**config.mk**
```make
export PLATFORM = sky130hd
export DESIGN_NAME = tfidf_unit
export DESIGN_NICKNAME = d
export VERILOG_FILES = /design/src/rtl/tfidf_pkg.sv /design/src/rtl/tfidf_unit.sv
export SDC_FILE = /design/constraint.sdc
export NUM_CORES = 2
export LEC_CHECK = 0
export BUFFER_PORTS_ARGS = -buffer_cell sky130_fd_sc_hd__buf_4
export CAP_MARGIN = 40
export CORE_MARGIN = 2
export CORE_UTILIZATION = 39
export DETAILED_ROUTE_END_ITERATION = 8
export PLACE_DENSITY = 0.65
export SLEW_MARGIN = 10
export SYNTH_ARGS = -nofsm -noshare
export SYNTH_HDL_FRONTEND = slang
export SYNTH_SLANG_ARGS = --single-unit
```
**constraint.sdc**
```tcl
create_clock -name clk -period 15.31 [get_ports clk]
set_clock_uncertainty 0.2 [all_clocks]
set_input_delay 2.2965 -clock clk [delete_from_list [all_inputs] [get_ports clk]]
set_output_delay 2.2965 -clock clk [all_outputs]
set_load 0.01 [all_outputs]
```
**src/rtl/tfidf_pkg.sv**
```systemverilog
// ----------------------------------------------------------------------------
// tfidf_pkg
// Shared types, constants and codes for the tf-idf weighting core.
// ----------------------------------------------------------------------------
package tfidf_pkg;

  localparam int unsigned DocCount   = 4096;
  localparam int unsigned DocW       = $clog2(DocCount);
  localparam int unsigned ValW       = 16;
  localparam int unsigned CfgW       = 13;
  localparam int unsigned ResW       = 32;
  localparam int unsigned IdfW       = 19;
  localparam int unsigned SumW       = 64;
  localparam int unsigned LogFracW   = 24;
  localparam int unsigned LogW       = 29;
  localparam logic [31:0] Log10Of2Q32 = 32'd1292913986;
  localparam logic [IdfW-1:0] IdfMax = {IdfW{1'b1}};
  localparam logic [CfgW-1:0] NumDocsReset = 13'd4096;

  typedef enum logic [1:0] {
    OP_LOAD_MAX = 2'd0,
    OP_TERM     = 2'd1,
    OP_POSTING  = 2'd2,
    OP_NORM     = 2'd3
  } op_t;

  typedef enum logic [1:0] {
    KIND_IDF    = 2'd0,
    KIND_WEIGHT = 2'd1,
    KIND_NORM   = 2'd2
  } kind_t;

  // Shared unit operations
  typedef enum logic [1:0] {
    FN_LOG2 = 2'd0,
    FN_DIV  = 2'd1,
    FN_SQRT = 2'd2
  } fn_t;

  typedef enum logic [3:0] {
    ST_IDLE,
    ST_RD,
    ST_LOGN,
    ST_LOGN_W,
    ST_LOGD,
    ST_LOGD_W,
    ST_SCALE,
    ST_IDFDONE,
    ST_MUL,
    ST_DIV_W,
    ST_SQ,
    ST_ACC,
    ST_SQRT_W,
    ST_OUT
  } state_t;

  typedef struct packed {
    logic            start;
    fn_t             fn;
    logic [SumW-1:0] a;
    logic [31:0]     b;
  } unit_req_t;

  typedef struct packed {
    logic            done;
    logic [SumW-1:0] q;
  } unit_rsp_t;

endpackage

```
**src/rtl/tfidf_unit.sv**
```systemverilog
// ----------------------------------------------------------------------------
// tfidf_unit
// Shared iterative unit: log2 by repeated squaring, restoring division and
// bit-pair square root, one step per cycle.
// ----------------------------------------------------------------------------
module tfidf_unit (
  input  logic                 clk,
  input  logic                 rst_n,
  input  tfidf_pkg::unit_req_t req,
  output tfidf_pkg::unit_rsp_t rsp
);
  import tfidf_pkg::*;

  logic            busy_r, busy_nxt;
  fn_t             fn_r, fn_nxt;
  logic [5:0]      cnt_r, cnt_nxt;
  logic [SumW-1:0] a_r, a_nxt;     // log mantissa / radicand
  logic [SumW-1:0] q_r, q_nxt;     // result / dividend, then quotient
  logic [SumW-1:0] rem_r, rem_nxt; // remainder
  logic [31:0]     b_r, b_nxt;
  logic            done_r, done_nxt;

  logic [4:0]  lz;
  logic [63:0] sq;
  logic [33:0] trial;
  logic [65:0] rem_sh, sqt;

  always_comb begin
    lz = 5'd0;
    for (int i = 0; i < 32; i++) begin
      if (req.a[i]) lz = 5'(i);
    end
  end

  assign sq     = a_r[31:0] * a_r[31:0];
  assign rem_sh = {rem_r[63:0], a_r[63:62]};
  assign sqt    = {q_r[63:0], 2'b01};

  always_comb begin
    busy_nxt = busy_r;
    fn_nxt   = fn_r;
    cnt_nxt  = cnt_r;
    a_nxt    = a_r;
    q_nxt    = q_r;
    rem_nxt  = rem_r;
    b_nxt    = b_r;
    done_nxt = 1'b0;
    trial    = '0;
    if (req.start) begin
      busy_nxt = 1'b1;
      fn_nxt   = req.fn;
      b_nxt    = req.b;
      rem_nxt  = '0;
      unique case (req.fn)
        FN_LOG2: begin
          q_nxt   = SumW'(lz);
          a_nxt   = SumW'(req.a[31:0] << (5'd31 - lz));
          cnt_nxt = 6'(LogFracW);
        end
        FN_DIV: begin
          q_nxt   = req.a;
          a_nxt   = '0;
          cnt_nxt = 6'd40;
        end
        FN_SQRT: begin
          q_nxt   = '0;
          a_nxt   = req.a;
          cnt_nxt = 6'd32;
        end
        default: begin
          busy_nxt = 1'b0;
        end
      endcase
    end else if (busy_r) begin
      unique case (fn_r)
        FN_LOG2: begin
          // square mantissa; bit set when it reaches two
          if (sq[63]) begin
            q_nxt = {q_r[62:0], 1'b1};
            a_nxt = SumW'(sq[63:32]);
          end else begin
            q_nxt = {q_r[62:0], 1'b0};
            a_nxt = SumW'(sq[62:31]);
          end
        end
        FN_DIV: begin
          // dividend is at most 35 bits; shift 40 quotient bits
          trial = {rem_r[32:0], q_r[39]} - {2'b00, b_r};
          if (!trial[33]) begin
            rem_nxt = SumW'(trial[32:0]);
            q_nxt   = {q_r[62:0], 1'b1};
          end else begin
            rem_nxt = {rem_r[62:0], q_r[39]};
            q_nxt   = {q_r[62:0], 1'b0};
          end
        end
        FN_SQRT: begin
          a_nxt = {a_r[61:0], 2'b00};
          if (rem_sh >= sqt) begin
            rem_nxt = 64'(rem_sh - sqt);
            q_nxt   = {q_r[62:0], 1'b1};
          end else begin
            rem_nxt = rem_sh[63:0];
            q_nxt   = {q_r[62:0], 1'b0};
          end
        end
        default: begin
          busy_nxt = 1'b0;
        end
      endcase
      cnt_nxt = cnt_r - 6'd1;
      if (cnt_r == 6'd1) begin
        busy_nxt = 1'b0;
        done_nxt = 1'b1;
      end
    end
  end

  always_ff @(posedge clk) begin
    if (!rst_n) begin
      busy_r <= 1'b0;
      done_r <= 1'b0;
      cnt_r  <= '0;
      fn_r   <= FN_LOG2;
    end else begin
      busy_r <= busy_nxt;
      done_r <= done_nxt;
      cnt_r  <= cnt_nxt;
      fn_r   <= fn_nxt;
    end
    a_r   <= a_nxt;
    q_r   <= q_nxt;
    rem_r <= rem_nxt;
    b_r   <= b_nxt;
  end

  assign rsp.done = done_r;
  assign rsp.q    = (fn_r == FN_DIV) ? {24'd0, q_r[39:0]} : q_r;

`ifndef ASSERT_OFF
  a_no_restart: assert property (@(posedge clk) disable iff (!rst_n)
    busy_r |-> !req.start) else $error("unit restarted while busy");
  a_done_idle: assert property (@(posedge clk) disable iff (!rst_n)
    done_r |-> !busy_r) else $error("done while busy");
  a_done_follows: assert property (@(posedge clk) disable iff (!rst_n)
    done_r |-> $past(busy_r)) else $error("done without work");
`endif

endmodule

```
==> results.toml <==
[outcome]
outcome = "completed"

[die]
io_pins = 166
die_w_um = 356
dieArea_mm2 = 0.127
die_y_um = 356
start_util_pct = 39.1
rows = 129
coreArea_mm2 = 0.123

[setup_path]
arrival_ps = 9760
crit_path_start_kind = "flip-flop"
r2r_slack_ps = 5840
cp_max_fo = 31
critPathRequiredTime_ps = 15600
critical_path_class = "flip-flop to flip-flop"
crit_path_end_kind = "flip-flop"

[grt]
grt_pass1_wl_um = 229000
antenna_found_initial = 14
grt_pass1_vias = 39973
grt_overflow = 0
grt_max_degree = 65
grt_usage_pct = 23.1

[worst_hold_path]
hold_path.class = "flip-flop to flip-flop"

[logic_synthesis]
synth.most_common_cell = "inv_1"
synth-edff-count = 160
ys_top_cells_by_area = "fa_1 (33%), ha_1 (11%), edfxtp_1 (10%)"
mappedNetlistArea_mm2 = 0.0483
yosysUniqueCellTypes = 105
synth_seq_cells = 234
ys_seq_area_share_pct = 13.0
synth_top_area_cell = "fa_1"
syn_inst = 5391
synth-async-reset-ratio_pct = 0
synth_warnings = 0
postSynthAreaPerCell_um2 = 8.95
ys.flop_type = "edfxtp_1"
synth.top_cell.area_share_pct = 32.8
synthTopCellsByCount = "inv_1 (1,130), fa_1 (792), nand2_1 (515)"
synth_nets = 6692

[clock_network]
post_cts_resized = 0
cts_sinks = 234
cts_tree = "yes"
postCtsHoldBufs = 0
numCtsBuffers = 28
cts.clk_slew.worst_paths_ps = 70
cts_max_level = 1
cts_buffer_depth = 3
clk_latency_ps = 620
cts-root-buf = "clkbuf_16"
post_cts_buffers = 0

[sta]
finalCritPeriodShare_pct = 61.9
max_freq_ghz = 0.106
setup_viol = 0
tns_ps = 0
slew_viol_final = 0
fin_crit_ps = 9470
finalHoldViolCount = 0
worst-slew-pin-transition_ps = 889
relSlewSlack_pct = 40.2
rsz0062_at_grt = "no"

[routing]
vias_per_cell = 5.45
ant_nets = 0
drt_first_pass_iters = 8
route.detailed.drc = 0
drt-total-wl_um = 144000
drtIter0Drc = 3280
routedWlPerCell_um = 20.6
vias = 38247

[placement]
gp_congestion = 0.931
io_buffers = 165
dp_hpwl_um = 113000

[finish]
syn_to_final_growth_pct = 7.14
drive_gt1_share_pct = 6.73
nNetsFinal = 6656

[run]
cap_viol_max_count = 0
## per-stage QoR
stage               utilization, %  cell area [um^2]  cells  hold slack, ps  setup slack, ps
floorplan                        -             48300   5391             275             7280
global placement              41.1             50700   6957             296             6050
detailed placement            41.2             50800   6962             303             5920
CTS                           41.9             51700   7013             312             5890
global route                  41.9             51700   7013             340             5530
finish                        41.9             51700   7014             318             5840
## routing by layer
layer | GRT usage [%] | up-vias | share of wire, %
met4 | 6.63 | 22 | 3.2
met5 | 0 | - | 0.10
met1 | 31.5 | 19131 | 42
li1 | - | 17383 | -
met3 | 3.78 | 259 | 7.9
met2 | 37.7 | 1452 | 47
## logic make-up after synthesis
group	after synthesis	share of synthesized area (%)
flip-flops	234	13.0
AND/OR/NAND/NOR	1286	12.8
XOR/XNOR	137	2.49
adder cells (fa/ha/maj)	1200	43.4
AO/OA/AOI/OAI	975	13.8
buffers and inverters	1434	11.7
multiplexers	125	2.71
## placed cells by master, fill, tap and decap left out, types with 23 or more instances in the layout
master and count:
nand4_1 34, dfxtp_1 74, a31oi_1 46, mux2i_1 107
nor2_1 206, nand2_1 515, o21ai_0 198, inv_1 1130
a21oi_1 201, clkbuf_16 28, o21bai_1 23, and3_1 23
nand3_1 77, and2_1 244, a21o_1 98, fa_1 792
o211ai_1 55, xor2_1 56, xnor2_1 79, ha_1 407
buf_4 231, a22o_1 40, nor3_1 41, a211oi_1 30
edfxtp_1 160, nor2b_1 35
## layout make-up
class	instances	area (um^2)
antenna	1	2.50
timing repair buffer	236	1810
multi-input combinational	3723	36400
fill	12226	71600
sequential	234	6290
inverter	1132	4250
clock inverter	18	196
clock buffer	33	729
tap	1637	2050
## sequential cells by signal, summed over array words and instances (netlist names)
register and flops:
b_r 32, done_r 1, cnt_r 6, busy_r 1
a_r 64, rem_r 64, fn_r 2, q_r 64
## path summary, 6_finish.rpt
kind                          start                      to  cells after the start
max               a_r[18]$_DFFE_PP_       a_r[28]$_DFFE_PP_                     25
min          rem_r[48]$_SDFFE_PP0P_  rem_r[48]$_SDFFE_PP0P_                      2
max reg2reg       a_r[18]$_DFFE_PP_       a_r[28]$_DFFE_PP_                     25
min reg2reg  rem_r[48]$_SDFFE_PP0P_  rem_r[48]$_SDFFE_PP0P_                      2
## worst max-delay path: stages (launching register included)
cell      delay [ps]
edfxtp_1         820
buf_4            500
nand2_1          180
fa_1             530
inv_1             50
fa_1             490
inv_1             50
fa_1             460
fa_1             510
inv_1             50
fa_1             570
fa_1             450
fa_1             520
fa_1             440
ha_1             400
nand3_1          220
nor4_1           520
o311ai_1         200
a31oi_2          460
nor2_1           220
o21ai_2          260
a21oi_2          140
xor2_2           190
buf_4            280
or4_1            560
nand3_1          100
Power is left out: the tool's default activity adds up to more than one toggle a clock period on the data nets, which glitch-free logic cannot reach.
